<file path="src/hdl/bemfnm_pkg.sv">
`default_nettype none

package bemfnm_pkg;

   // signature geometry
   localparam int NumRefs   = 5;
   localparam int NumPoints = 6;
   localparam int NumPairs  = NumPoints / 2;
   localparam int NumHalf   = (NumRefs + 1) / 2;

   // datapath widths
   localparam int SampleW = 12;
   localparam int DiffW   = SampleW + 1;
   localparam int SqW     = 24;
   localparam int PairW   = SqW + 1;
   localparam int SumW    = 27;
   localparam int IdxW    = 3;
   localparam int ClassW  = 3;

   typedef logic signed [SampleW-1:0] sample_type;
   typedef sample_type signature_type [NumPoints];
   typedef logic [SumW-1:0] dist_type;
   typedef logic [IdxW-1:0] index_type;
   typedef logic [ClassW-1:0] class_type;

   // reference signatures, one row per reference
   localparam signature_type RefTable [NumRefs] = '{
      '{ 12'sd0,  -12'sd17,   -12'sd62,   -12'sd119,  -12'sd206,  -12'sd312},
      '{-12'sd4,  -12'sd35,   -12'sd393,  -12'sd1224, -12'sd1270, -12'sd1261},
      '{ 12'sd2,  -12'sd145,  -12'sd303,  -12'sd377,  -12'sd418,  -12'sd449},
      '{-12'sd5,  -12'sd23,   -12'sd304,  -12'sd1253, -12'sd1268, -12'sd1265},
      '{-12'sd6,  -12'sd41,   -12'sd1252, -12'sd1319, -12'sd1317, -12'sd1322}
   };

   // motor class code of each reference
   localparam class_type ClassTable [NumRefs] = '{3'd3, 3'd4, 3'd5, 3'd6, 3'd7};

   // stage enables seen by every distance lane
   typedef struct packed {
      logic sq_en;
      logic pair_en;
      logic sum_en;
   } lane_ctl_type;

   // stage enables seen by the merge stage
   typedef struct packed {
      logic cmp_en;
      logic out_en;
   } merge_ctl_type;

endpackage

`default_nettype wire

</file>
<file path="src/hdl/bemfnm_lane.sv">
`default_nettype none

module bemfnm_lane (
   input  wire logic                     clock,
   input  bemfnm_pkg::signature_type     sample,
   input  bemfnm_pkg::signature_type     ref_sig,
   input  bemfnm_pkg::lane_ctl_type      ctl,
   output bemfnm_pkg::dist_type          err_sum
);

   logic signed [bemfnm_pkg::DiffW-1:0]   diff [bemfnm_pkg::NumPoints];
   logic signed [2*bemfnm_pkg::DiffW-1:0] prod [bemfnm_pkg::NumPoints];
   logic [bemfnm_pkg::SqW-1:0]   sq_in   [bemfnm_pkg::NumPoints];
   logic [bemfnm_pkg::SqW-1:0]   sq_ff   [bemfnm_pkg::NumPoints];
   logic [bemfnm_pkg::PairW-1:0] pair_in [bemfnm_pkg::NumPairs];
   logic [bemfnm_pkg::PairW-1:0] pair_ff [bemfnm_pkg::NumPairs];
   bemfnm_pkg::dist_type         dist_in;
   bemfnm_pkg::dist_type         dist_ff;

   // per point difference and square
   always_comb begin
      for (int p = 0; p < bemfnm_pkg::NumPoints; p++) begin
         diff[p]  = bemfnm_pkg::DiffW'(sample[p]) - bemfnm_pkg::DiffW'(ref_sig[p]);
         prod[p]  = diff[p] * diff[p];
         sq_in[p] = prod[p][bemfnm_pkg::SqW-1:0];
      end
   end

   // pairwise partial sums
   always_comb begin
      for (int j = 0; j < bemfnm_pkg::NumPairs; j++) begin
         pair_in[j] = bemfnm_pkg::PairW'(sq_ff[2*j]) + bemfnm_pkg::PairW'(sq_ff[2*j+1]);
      end
   end

   // lane total
   always_comb begin
      dist_in = '0;
      for (int j = 0; j < bemfnm_pkg::NumPairs; j++) begin
         dist_in = dist_in + bemfnm_pkg::SumW'(pair_ff[j]);
      end
   end

   // pipeline registers
   always_ff @(posedge clock) begin
      if (ctl.sq_en) begin
         sq_ff <= sq_in;
      end
      if (ctl.pair_en) begin
         pair_ff <= pair_in;
      end
      if (ctl.sum_en) begin
         dist_ff <= dist_in;
      end
   end

   assign err_sum = dist_ff;

endmodule

`default_nettype wire

</file>
<file path="config.mk">
export PLATFORM = sky130hd
export DESIGN_NAME = bemfnm_lane
export DESIGN_NICKNAME = d
export VERILOG_FILES = /design/src/hdl/bemfnm_pkg.sv /design/src/hdl/bemfnm_lane.sv
export SDC_FILE = /design/constraint.sdc
export NUM_CORES = 2
export LEC_CHECK = 0
export ABC_CLOCK_PERIOD_IN_PS = 21500
export BUFFER_PORTS_ARGS = -buffer_cell sky130_fd_sc_hd__buf_2
export CORE_MARGIN = 2
export CORE_UTILIZATION = 35
export DETAILED_ROUTE_END_ITERATION = 8
export SYNTH_ARGS = -nofsm -noshare
export SYNTH_HDL_FRONTEND = slang
export SYNTH_SLANG_ARGS = --single-unit
</file>
<file path="constraint.sdc">
create_clock -name clock -period 21.5 [get_ports clock]
set_input_delay 1.075 -clock clock [delete_from_list [all_inputs] [get_ports clock]]
set_output_delay 1.075 -clock clock [all_outputs]
set_load 0.01 [all_outputs]
</file>
After elaboration in Yosys (flattened, before gate mapping)
Cells that the tools add are included.

word-level totals
  word-level logic and storage cells = 27
  input port bits = 148
  register bits = 246

operators by class
  multiply operators = 6
  add/subtract/negate cells = 11

operators with widths
  cell                                            number
  13-bit by 13-bit multiplier with 24-bit output  6
  12-bit by 12-bit subtractor with 13-bit output  6
  24-bit by 24-bit adder with 25-bit output       3
  26-bit by 25-bit adder with 27-bit output       1
  25-bit by 25-bit adder with 26-bit output       1

Logic depth before layout (Yosys ltp)
  depth in word-level cells = 2
  gate-level depth with buffers = 34
  gate-level depth less buffers = 34

Least setup slack after synthesis
Ideal clock, no wire load.

  path type = input-to-reg
  start point = in sample[0] (netlist name)
  end point = reg sq_ff[23] (netlist name), data pin
  buffers on the path = 0
  setup time = 0.263 ns
  cell stages on the path = 29
  arrival = 8.146 ns
  setup slack = 13.091 ns
  path through = inv_1 > ha_1 > fa_1 > nor2b_1 > o21ai_1 > a21boi_0 > o21a_1 > or2_1 > a31o_2 > xnor2_1 > inv_1 > nand2_1 > fa_1 > fa_1 > inv_1 > fa_1 > fa_1 > fa_1 > inv_1 > fa_1 > inv_1 > ha_1 > o41ai_2 > o211ai_1 > o41ai_2 > nor2_1 > a2111oi_2 > a21oi_1 > xor2_1

RTL lines
  item                  RTL line           RTL
  start, declared       bemfnm_lane.sv:5   input bemfnm_pkg::signature_type sample,
  end signal, assigned  bemfnm_lane.sv:47  sq_ff <= sq_in;
  end, declared         bemfnm_lane.sv:14  logic [bemfnm_pkg::SqW-1:0] sq_ff [bemfnm_pkg::NumPoints];

==> reports/metrics.cfg <==
[finish]
fillers=12983
fin_util_pct=38.4
synthToLayoutAreaGrowth_pct=8.88
stdcell_count=6588
stdcell_area_sq_mm=0.0497
num_antenna_cells=0
fin_nets=6351
drive_above_1_share_pct=7.08

[worst_setup_path]
r2r-end=err_sum[25]
r2r_slack_ns=17.25
crit_type=input pin to flop
r2r_cells=14
reg2reg_from=pair_ff[1]
start_kind=input pin
slowest_stage=xor2_1
cp_top_family=adder cells
path_max_fanout=11
crit_top_cell=fa_1
cp_data_arrival_time_ns=9.20
slowest_delay_ns=0.64
crit_buf_inv=6
cp-end-kind=flop
worstPathRequired_ns=21.78

[synthesis]
ys_seq_area_share_pct=15.8
netlist-cell-type-count=77
synth-edff-count=240
synth_area_sq_mm=0.0456
synth_area_leader_cell=fa_1
synthTopCellsByCount=inv_1 (1086), fa_1 (816), ha_1 (562)
syn_inst=4633
synth.area.top_cells=fa_1 (36%), edfxtp_1 (16%), ha_1 (15%)
postSynth.asyncResetShare_pct=0
synth_flop_cell=edfxtp_1
yosysWarnings=0
synth_top_area_share_pct=35.8
syn_avg_cell_area_sq_um=9.84
synth-seq-cells=240
yosysMostFrequentCell=inv_1

[floorplan]
die_w_um=365
ioPinCount=175
dieArea_sq_mm=0.133
row_count=132
fp.dieH_um=365
start_util_pct=35.2
coreArea_sq_mm=0.129

[run]
cap_violations=0

[drt]
num_vias=31141
drt-initial-drc-count=1545
firstDrtPassIters=5
drt-total-wl_mm=101
routed_via_density=4.73
post_drt_wl_per_cell_um=15.3
route.detailed.drc=0
drtAntennaViolNets=0

[global_route]
grt_util_met2_pct=26.9
gr-usage-met3_pct=1.10
grt_max_degree=76
grtUsageMet1_pct=22.0
gr-usage-all-layers_pct=15.6
grt_overflow=0
top_usage_layer=met2
grt_pass1_vias=32704
grt_pass1_wl_mm=168
grt_antenna_before_repair=2

[clock_network]
post_cts_buffers=0
htree_levels=1
cts_buffer_depth=3
cts.sinks=240
cts_inserted_buffers=27
cts.clk_slew.worst_paths_ns=0.07
cts_resized=0
root_buffer=clkbuf_16
ctsHoldBuffers=0
cts_tree=built
clock_latency_ns=0.57

[placed_design]
dp_hpwl_mm=87.3
place_area_sq_mm=0.0488
dp_cells=6538
port_buffers=174
gp_congestion=0.875

[sta]
worstMarginPinSlew_ns=1.06
setup_tns_ns=0
fin_crit_sh_pct=41.5
maxSlewViolCount=0
hold_viol_final=0
slew_headroom_pct=29.0
period_minus_slack_ns=8.92
rsz0062_at_grt=no
max_freq_mhz=112
finalSetupViolations=0
worst_clock_skew_ns=0.0309

[min_path]
worstHoldStart=sq_ff[0]
min_path_cells=1
min_path_type=flop to flop
hold_end=pair_ff[0]

[outcome]
outcome=finished, final reports clean

worst reg2reg max path: stages, from the launching register on:
cell and delay [ns]:
edfxtp_1 0.40, fa_1 0.55, ha_1 0.18, inv_1 0.07
fa_1 0.45, nor2b_1 0.12, o21ai_0 0.11, a21boi_0 0.37
o211ai_1 0.18, a21boi_0 0.35, nor3_1 0.16, o311a_1 0.32
o21ai_0 0.19, a21oi_1 0.11, xnor2_1 0.43
registers in the layout, indices dropped and copies added (netlist names):
name	cells
pair_ff	75
err_sum	27
sq_ff	138
cell families after synthesis:
logic type,share of synthesized area [%]
compound gates,6.73
xor+xnor,6.15
fa+ha+maj,51.2
buf+inv,9.68
flops,15.8
mux,0.134
other cells,0.00822
simple gates,10.3
worst max path at each step:
stage / start / endpoint / slack, ns / cells past startpoint
after floorplan: sample[0] / sq_ff[23] / 13.09 / 29
after global placement: ref_sig[49] / sq_ff[117] / 12.19 / 31
after detailed placement: ref_sig[1] / sq_ff[23] / 11.97 / 31
after CTS: ref_sig[1] / sq_ff[23] / 12.53 / 31
after global routing: ref_sig[1] / sq_ff[23] / 11.90 / 31
final: ref_sig[1] / sq_ff[23] / 12.58 / 31
metal layers:
metal,vias up,part of all wire (%),wire (um)
met2,646,49,49200
met1,15604,46,46000
li1,14810,-,-
met4,0,1.4,1390
met3,81,4.2,4230
met5,-,0,0
cell type report:
class | count | area [sq um] | share of cell area [%]
clock buffers | 29 | 683 | 1.38
clock inverters | 21 | 204 | 0.411
inverters | 1116 | 4190 | 8.44
multi-input cells | 3223 | 34000 | 68.5
flip-flops and latches | 240 | 7210 | 14.5
well taps | 1742 | 2180 | 4.39
repair buffers | 217 | 1200 | 2.42
cell usage in the layout, fill, tap and decap left out, drive strengths merged, types with 31 or more instances in the layout:
cell type	synthesis	routed
a21o	61	61
a21oi	116	116
buf	6	217
edfxtp	240	240
fa	816	816
ha	562	562
inv	1102	1106
nand2	369	369
nand2b	51	51
nand3	38	38
nor2	396	396
nor2b	38	38
nor3	74	74
o21a	31	31
o21ai	89	89
or2	36	36
xnor2	227	227
xor2	90	90
through the flow:
| step | hold WS [ns] | setup slack (ns) |
|---|---|---|
| after detailed placement | 0.542 | 11.97 |
| after CTS | 0.557 | 12.53 |
| after floorplan | 0.513 | 13.09 |
| after global routing | 0.576 | 11.90 |
| final | 0.558 | 12.58 |
| after global placement | 0.546 | 12.19 |
Power is not shown: default switching activity piles up to over one toggle a cycle in this logic, so the estimate is an artifact.
