--- config.mk ---
export PLATFORM = sky130hd
export DESIGN_NAME = bemfnm_merge
export DESIGN_NICKNAME = d
export VERILOG_FILES = /design/src/hdl/bemfnm_pkg.sv /design/src/hdl/bemfnm_merge.sv
export SDC_FILE = /design/constraint.sdc
export NUM_CORES = 1
export LEC_CHECK = 0
export ABC_AREA = 1
export BUFFER_PORTS_ARGS = -buffer_cell sky130_fd_sc_hd__buf_2
export CAP_MARGIN = 40
export CORE_ASPECT_RATIO = 0.7
export CORE_MARGIN = 2
export CORE_UTILIZATION = 45
export DETAILED_ROUTE_END_ITERATION = 10
export HOLD_SLACK_MARGIN = 0.03
export PLACE_DENSITY = 0.69
export SYNTH_ARGS = -nofsm -noshare
export SYNTH_HDL_FRONTEND = slang
export SYNTH_SLANG_ARGS = --single-unit
--- constraint.sdc ---
create_clock -name clock -period 3.8 [get_ports clock]
set_input_delay 0.38 -clock clock [delete_from_list [all_inputs] [get_ports clock]]
set_output_delay 0.38 -clock clock [all_outputs]
set_load 0.01 [all_outputs]
--- src/hdl/bemfnm_pkg.sv ---
`default_nettype none

package bemfnm_pkg;

   // signature geometry
   localparam int NumRefs   = 5;
   localparam int NumPoints = 6;
   localparam int NumPairs  = NumPoints / 2;
   localparam int NumHalf   = (NumRefs + 1) / 2;

   // datapath widths
   localparam int SampleW = 12;
   localparam int DiffW   = SampleW + 1;
   localparam int SqW     = 24;
   localparam int PairW   = SqW + 1;
   localparam int SumW    = 27;
   localparam int IdxW    = 3;
   localparam int ClassW  = 3;

   typedef logic signed [SampleW-1:0] sample_type;
   typedef sample_type signature_type [NumPoints];
   typedef logic [SumW-1:0] dist_type;
   typedef logic [IdxW-1:0] index_type;
   typedef logic [ClassW-1:0] class_type;

   // reference signatures, one row per reference
   localparam signature_type RefTable [NumRefs] = '{
      '{ 12'sd0,  -12'sd17,   -12'sd62,   -12'sd119,  -12'sd206,  -12'sd312},
      '{-12'sd4,  -12'sd35,   -12'sd393,  -12'sd1224, -12'sd1270, -12'sd1261},
      '{ 12'sd2,  -12'sd145,  -12'sd303,  -12'sd377,  -12'sd418,  -12'sd449},
      '{-12'sd5,  -12'sd23,   -12'sd304,  -12'sd1253, -12'sd1268, -12'sd1265},
      '{-12'sd6,  -12'sd41,   -12'sd1252, -12'sd1319, -12'sd1317, -12'sd1322}
   };

   // motor class code of each reference
   localparam class_type ClassTable [NumRefs] = '{3'd3, 3'd4, 3'd5, 3'd6, 3'd7};

   // stage enables seen by every distance lane
   typedef struct packed {
      logic sq_en;
      logic pair_en;
      logic sum_en;
   } lane_ctl_type;

   // stage enables seen by the merge stage
   typedef struct packed {
      logic cmp_en;
      logic out_en;
   } merge_ctl_type;

endpackage

`default_nettype wire

--- src/hdl/bemfnm_merge.sv ---
`default_nettype none

module bemfnm_merge (
   input  wire logic                 clock,
   input  bemfnm_pkg::dist_type      err_sum [bemfnm_pkg::NumRefs],
   input  bemfnm_pkg::merge_ctl_type ctl,
   output bemfnm_pkg::index_type     best_index,
   output bemfnm_pkg::class_type     class_code
);

   bemfnm_pkg::dist_type  half_dist_in [bemfnm_pkg::NumHalf];
   bemfnm_pkg::dist_type  half_dist_ff [bemfnm_pkg::NumHalf];
   bemfnm_pkg::index_type half_idx_in  [bemfnm_pkg::NumHalf];
   bemfnm_pkg::index_type half_idx_ff  [bemfnm_pkg::NumHalf];
   bemfnm_pkg::dist_type  win_dist;
   bemfnm_pkg::index_type win_idx;
   bemfnm_pkg::index_type best_index_ff;
   bemfnm_pkg::class_type class_code_ff;

   // first level: neighbor pairs, the lower index keeps ties
   always_comb begin
      for (int h = 0; h < bemfnm_pkg::NumHalf; h++) begin
         half_dist_in[h] = err_sum[2*h];
         half_idx_in[h]  = bemfnm_pkg::IdxW'(2*h);
         if (2*h + 1 < bemfnm_pkg::NumRefs) begin
            if (err_sum[2*h+1] < err_sum[2*h]) begin
               half_dist_in[h] = err_sum[2*h+1];
               half_idx_in[h]  = bemfnm_pkg::IdxW'(2*h + 1);
            end
         end
      end
   end

   // second level: scan the pair winners in index order
   always_comb begin
      win_dist = half_dist_ff[0];
      win_idx  = half_idx_ff[0];
      for (int h = 1; h < bemfnm_pkg::NumHalf; h++) begin
         if (half_dist_ff[h] < win_dist) begin
            win_dist = half_dist_ff[h];
            win_idx  = half_idx_ff[h];
         end
      end
   end

   always_ff @(posedge clock) begin
      if (ctl.cmp_en) begin
         half_dist_ff <= half_dist_in;
         half_idx_ff  <= half_idx_in;
      end
      if (ctl.out_en) begin
         best_index_ff <= win_idx;
         class_code_ff <= bemfnm_pkg::ClassTable[win_idx];
      end
   end

   assign best_index = best_index_ff;
   assign class_code = class_code_ff;

endmodule

`default_nettype wire

After elaboration in Yosys (flattened, before gate mapping). Memories as Yosys holds them, arrays and structs flattened. A register that Yosys moved wholly into a read port is not among the register bits. Index checks and enable logic that the tools add are counted.

Bitwise gates (word level): 1. $lt $le $gt $ge: 4. Mux-type cells: 7.

Operators with widths (number): 27-bit less-than comparator (4); 27-bit two-way mux (3); 3-bit two-way mux (2); 3-bit inverter with 4-bit output (1); 1-bit two-way mux (2).

Memories kept: 1. Register bits after elaboration: 90. Input port bits: 138. Logic and storage cells: 19. ROM bits: 24.

Memory list: (no name shown) (words 8, bits a word 3, read ports 1, clocked after memory_dff 1, write ports 0, RTL line bemfnm_merge.sv:53) `class_code_ff <= bemfnm_pkg::ClassTable[win_idx];`.

Logic depth before layout (Yosys ltp).
Depth after elaboration: 5. Mapped depth: 23.

Least setup slack after synthesis. Ideal clock, no wire load.

Path kind: register to register. From: reg half_dist_ff[53] (netlist bit). To: reg class_code_ff[0] (netlist: class_code[0]) (data pin). Setup time: 0.254 ns. Buffers on the path: 2. Stages on the path, launching flop included: 20. Clock period less this slack: 2.982 ns. Data arrival time: 2.728 ns. Data required time: 3.546 ns. Setup slack: 0.818 ns. Cell sequence: edfxtp_1 -> ha_1 -> nand2_1 -> nor2_2 -> nand2_1 -> nor3_1 -> nand2_1 -> nand2_2 -> buf_4 -> clkbuf_1 -> o21ai_0 -> ha_1 -> nand2_1 -> o21ai_0 -> nand3_1 -> a21oi_1 -> a211oi_1 -> o21a_1 -> nand2_2 -> nand2_1.

Longest elaborated chain between the ends: 5. Elaborated cells between the ends (all ways): 6.

RTL lines: start: declaration (RTL line bemfnm_merge.sv:12) `bemfnm_pkg::dist_type half_dist_ff [bemfnm_pkg::NumHalf];`; start signal: assignment (RTL line bemfnm_merge.sv:48) `half_dist_ff <= half_dist_in;`; 27-bit less-than comparator (RTL line bemfnm_merge.sv:39) `if (half_dist_ff[h] < win_dist) begin`; 27-bit two-way mux (RTL line bemfnm_merge.sv:39); 27-bit less-than comparator (RTL line bemfnm_merge.sv:39); 3-bit two-way mux (*) (RTL line bemfnm_merge.sv:39); 3-bit inverter with 4-bit output (not written as such) (*) (RTL line bemfnm_merge.sv:53); end: declaration (RTL line bemfnm_merge.sv:18) `bemfnm_pkg::class_type class_code_ff;`.

Every way passes the cells marked *; elsewhere a longest branch is shown, timed or not. A chain may end at the register's enable or synchronous reset.

Worst setup path after layout.
From: reg half_dist_ff[49] (netlist bit). To: reg class_code_ff[0] (netlist: class_code[0]) (data pin).

Same word-level chain as after synthesis.

==> impl_metrics.yaml <==
global_routing:
  antenna_found_initial: 1
  grt-ovfl-total: 0
  grt_usage: 0.191
  grt_pass1_vias: 4417
  grt_start_max_net_pins: 53
  grt_pass1_wl_mm: 22.0
power:
  p_per_area_nw_per_um2: 399
  cellLeakagePower_nw: 3.86
  ir_drop_uv: 218
  p_total_mw: 2.97
clock_network:
  cts_root_buffer: "clkbuf_16"
  clk_pin_slew_ps: 60
  hold_buffers: 0
  cts_buffers: 9
  cts_htree_levels: 3
  cts_tree: "yes"
  cts_sinks: 89
  post_cts_buffers: 0
  cts_resized: 0
  cts_buffer_depth: 2
  worstSkewPairLatency_ps: 330
worst_setup_path:
  path_class: "reg2reg"
  rrSetupSlack_ps: 430
  crit_path_end: "class_code[0]"
  arrival_ps: 3450
  start_kind: "flop"
  r2r.worst_path.cells: 19
  r2r_start: "half_dist_ff[49]"
  path_max_fanout: 45
  r2r_end: "class_code[0]"
  cp.required_ps: 3880
  cp-end-kind: "flop"
  startpoint: "half_dist_ff[49]"
timing:
  tns_ps: 0
  layout_min_cycle_time_ps: 3370
  rsz0062_at_grt: "no"
  drv_slew: 0
  hold_violations: 0
  setup_viol: 0
  fmax_ghz: 0.297
  timing.final.crit_share: 0.886
  fin_skew_ps: 5.24
  worstMarginPinSlew_ps: 588
  slew_headroom: 0.598
yosys:
  synth-seq-cells: 89
  synth_largest_area_cell: "edfxtp_1"
  synth.avg_cell_area_sq_um: 8.65
  netlist_area_sq_um: 6260
  synthMostInstantiatedCell: "nand2_1"
  synth-seq-area-share: 0.427
  ys_types: 26
  yosys_most_used_dff: "edfxtp_1"
  synth_common_cells: "265 x nand2_1, 104 x ha_1, 102 x inv_1, 89 x edfxtp_1, 49 x a21oi_1"
  synth_fp_nets: 966
  yosysWarnings: 0
  async_reset_ff_frac: 0
  synth_cells: 724
  yosysTopAreaCellShare: 0.427
  synth_edf_count: 89
  yosys-top-cells-area: "edfxtp_1 43%, ha_1 21%, nand2_1 16%"
floorplanning:
  dieArea_sq_um: 14900
  core.rowCount: 36
  die_w_microns: 145
  coreArea_sq_um: 13700
  die_h_microns: 103
  start_util: 0.456
  boundaryPins: 144
worst_hold_path:
  min_path_type: "in2reg"
drt:
  first_iter_violations: 284
  drc: 0
  vias: 5033
  wl_per_cell_microns: 13.3
  vias_per_cell: 4.74
  dr.pass1.iters: 5
  ant_nets: 0
  drt_wl_total_mm: 14.1
job:
  cap_violations: 0
placed_design:
  placement.io_buffers: 143
  gp_congestion: 0.869
  dpl.hpwl_mm: 11.3
outcome:
  status: "completed"
finish:
  area_growth_pct: 18.7
  layout-drive-gt1-share: 0.190
  nNetsFinal: 1108
  fillers: 1271
[per-layer routing]
metal | GRT usage | wire, microns
met5 | 0 | 0
met4 | 0.0442 | 131
met3 | 0.0341 | 754
met2 | 0.273 | 5680
met1 | 0.298 | 7510
[worst min-delay path by stage]
stage / endpoint / from / slack, ps / depth (start not counted)
finish: half_dist_ff[22] / err_sum[22] / 220 / 1
global route: half_dist_ff[1] / err_sum[1] / 210 / 1
CTS: half_dist_ff[5] / err_sum[5] / 200 / 1
detailed placement: half_dist_ff[2] / err_sum[2] / 560 / 1
global placement: half_dist_ff[22] / err_sum[22] / 560 / 1
floorplan: half_dist_ff[0] / err_sum[0] / 480 / 0
[critical path, cell delays in order, from the launching register on]
cell      delay, ps
edfxtp_1        390
ha_1            330
nand2_1          60
nor2_1          170
nand2_1          90
nor2_1          100
nand2_1          60
nand2_1          70
nor2_2           50
nand2_2         190
buf_12          230
o21ai_0         160
ha_1            310
nand2_1          50
nor2_1          140
nand4_1         150
nor4_1          280
nand2_2         130
nand2_2         100
nand2_1          60
[layout make-up]
| cell class | count | area, sq um | share of cell area |
|---|---|---|---|
| multi-input cells | 515 | 3100 | 0.417 |
| repair buffers | 147 | 781 | 0.105 |
| inverters | 104 | 390 | 0.0525 |
| clock buffers | 9 | 225 | 0.0303 |
| diodes | 1 | 2.50 | 0.000337 |
| well taps | 190 | 238 | 0.0320 |
| clock inverters | 6 | 26.3 | 0.00354 |
| flip-flops and latches | 89 | 2670 | 0.360 |
[placed cells by master, fill, tap and decap left out, drive strengths merged, types with 7 or more instances in the layout]
cell type / instances
nor2: 13
edfxtp: 89
o21ai: 33
ha: 104
inv: 104
nand3: 12
clkbuf: 9
nand4: 7
a21oi: 49
nand2: 268
buf: 147
[logic make-up after synthesis]
kind of cell | after synthesis | share of synthesized area
compound gates | 103 | 0.0927
simple gates | 308 | 0.194
buf+inv | 120 | 0.0787
flops | 89 | 0.427
fa+ha+maj | 104 | 0.208
[flip-flops by register name, indices dropped and copies added (netlist names)]
register      count
best_index        3
class_code        3
half_dist_ff     81
half_idx_ff       2
[power by group]
part	total [mW]	internal [mW]	switching [mW]
Combinational	0.930	0.367	0.563
Clock	0.762	0.427	0.335
Sequential	1.27	1.23	0.0467
Total	2.97	2.02	0.944
[per-stage QoR]
step	setup slack, ps	utilization	area, sq um	hold slack [ps]	cells
detailed placement	469	0.522	7180	558	1045
global placement	544	0.520	7150	558	1044
floorplan	818	-	6260	479	724
global route	34.3	0.541	7430	207	1061
CTS	443	0.541	7430	203	1060
finish	433	0.541	7430	221	1061
No activity file was read; power rests on OpenSTA's default activity.
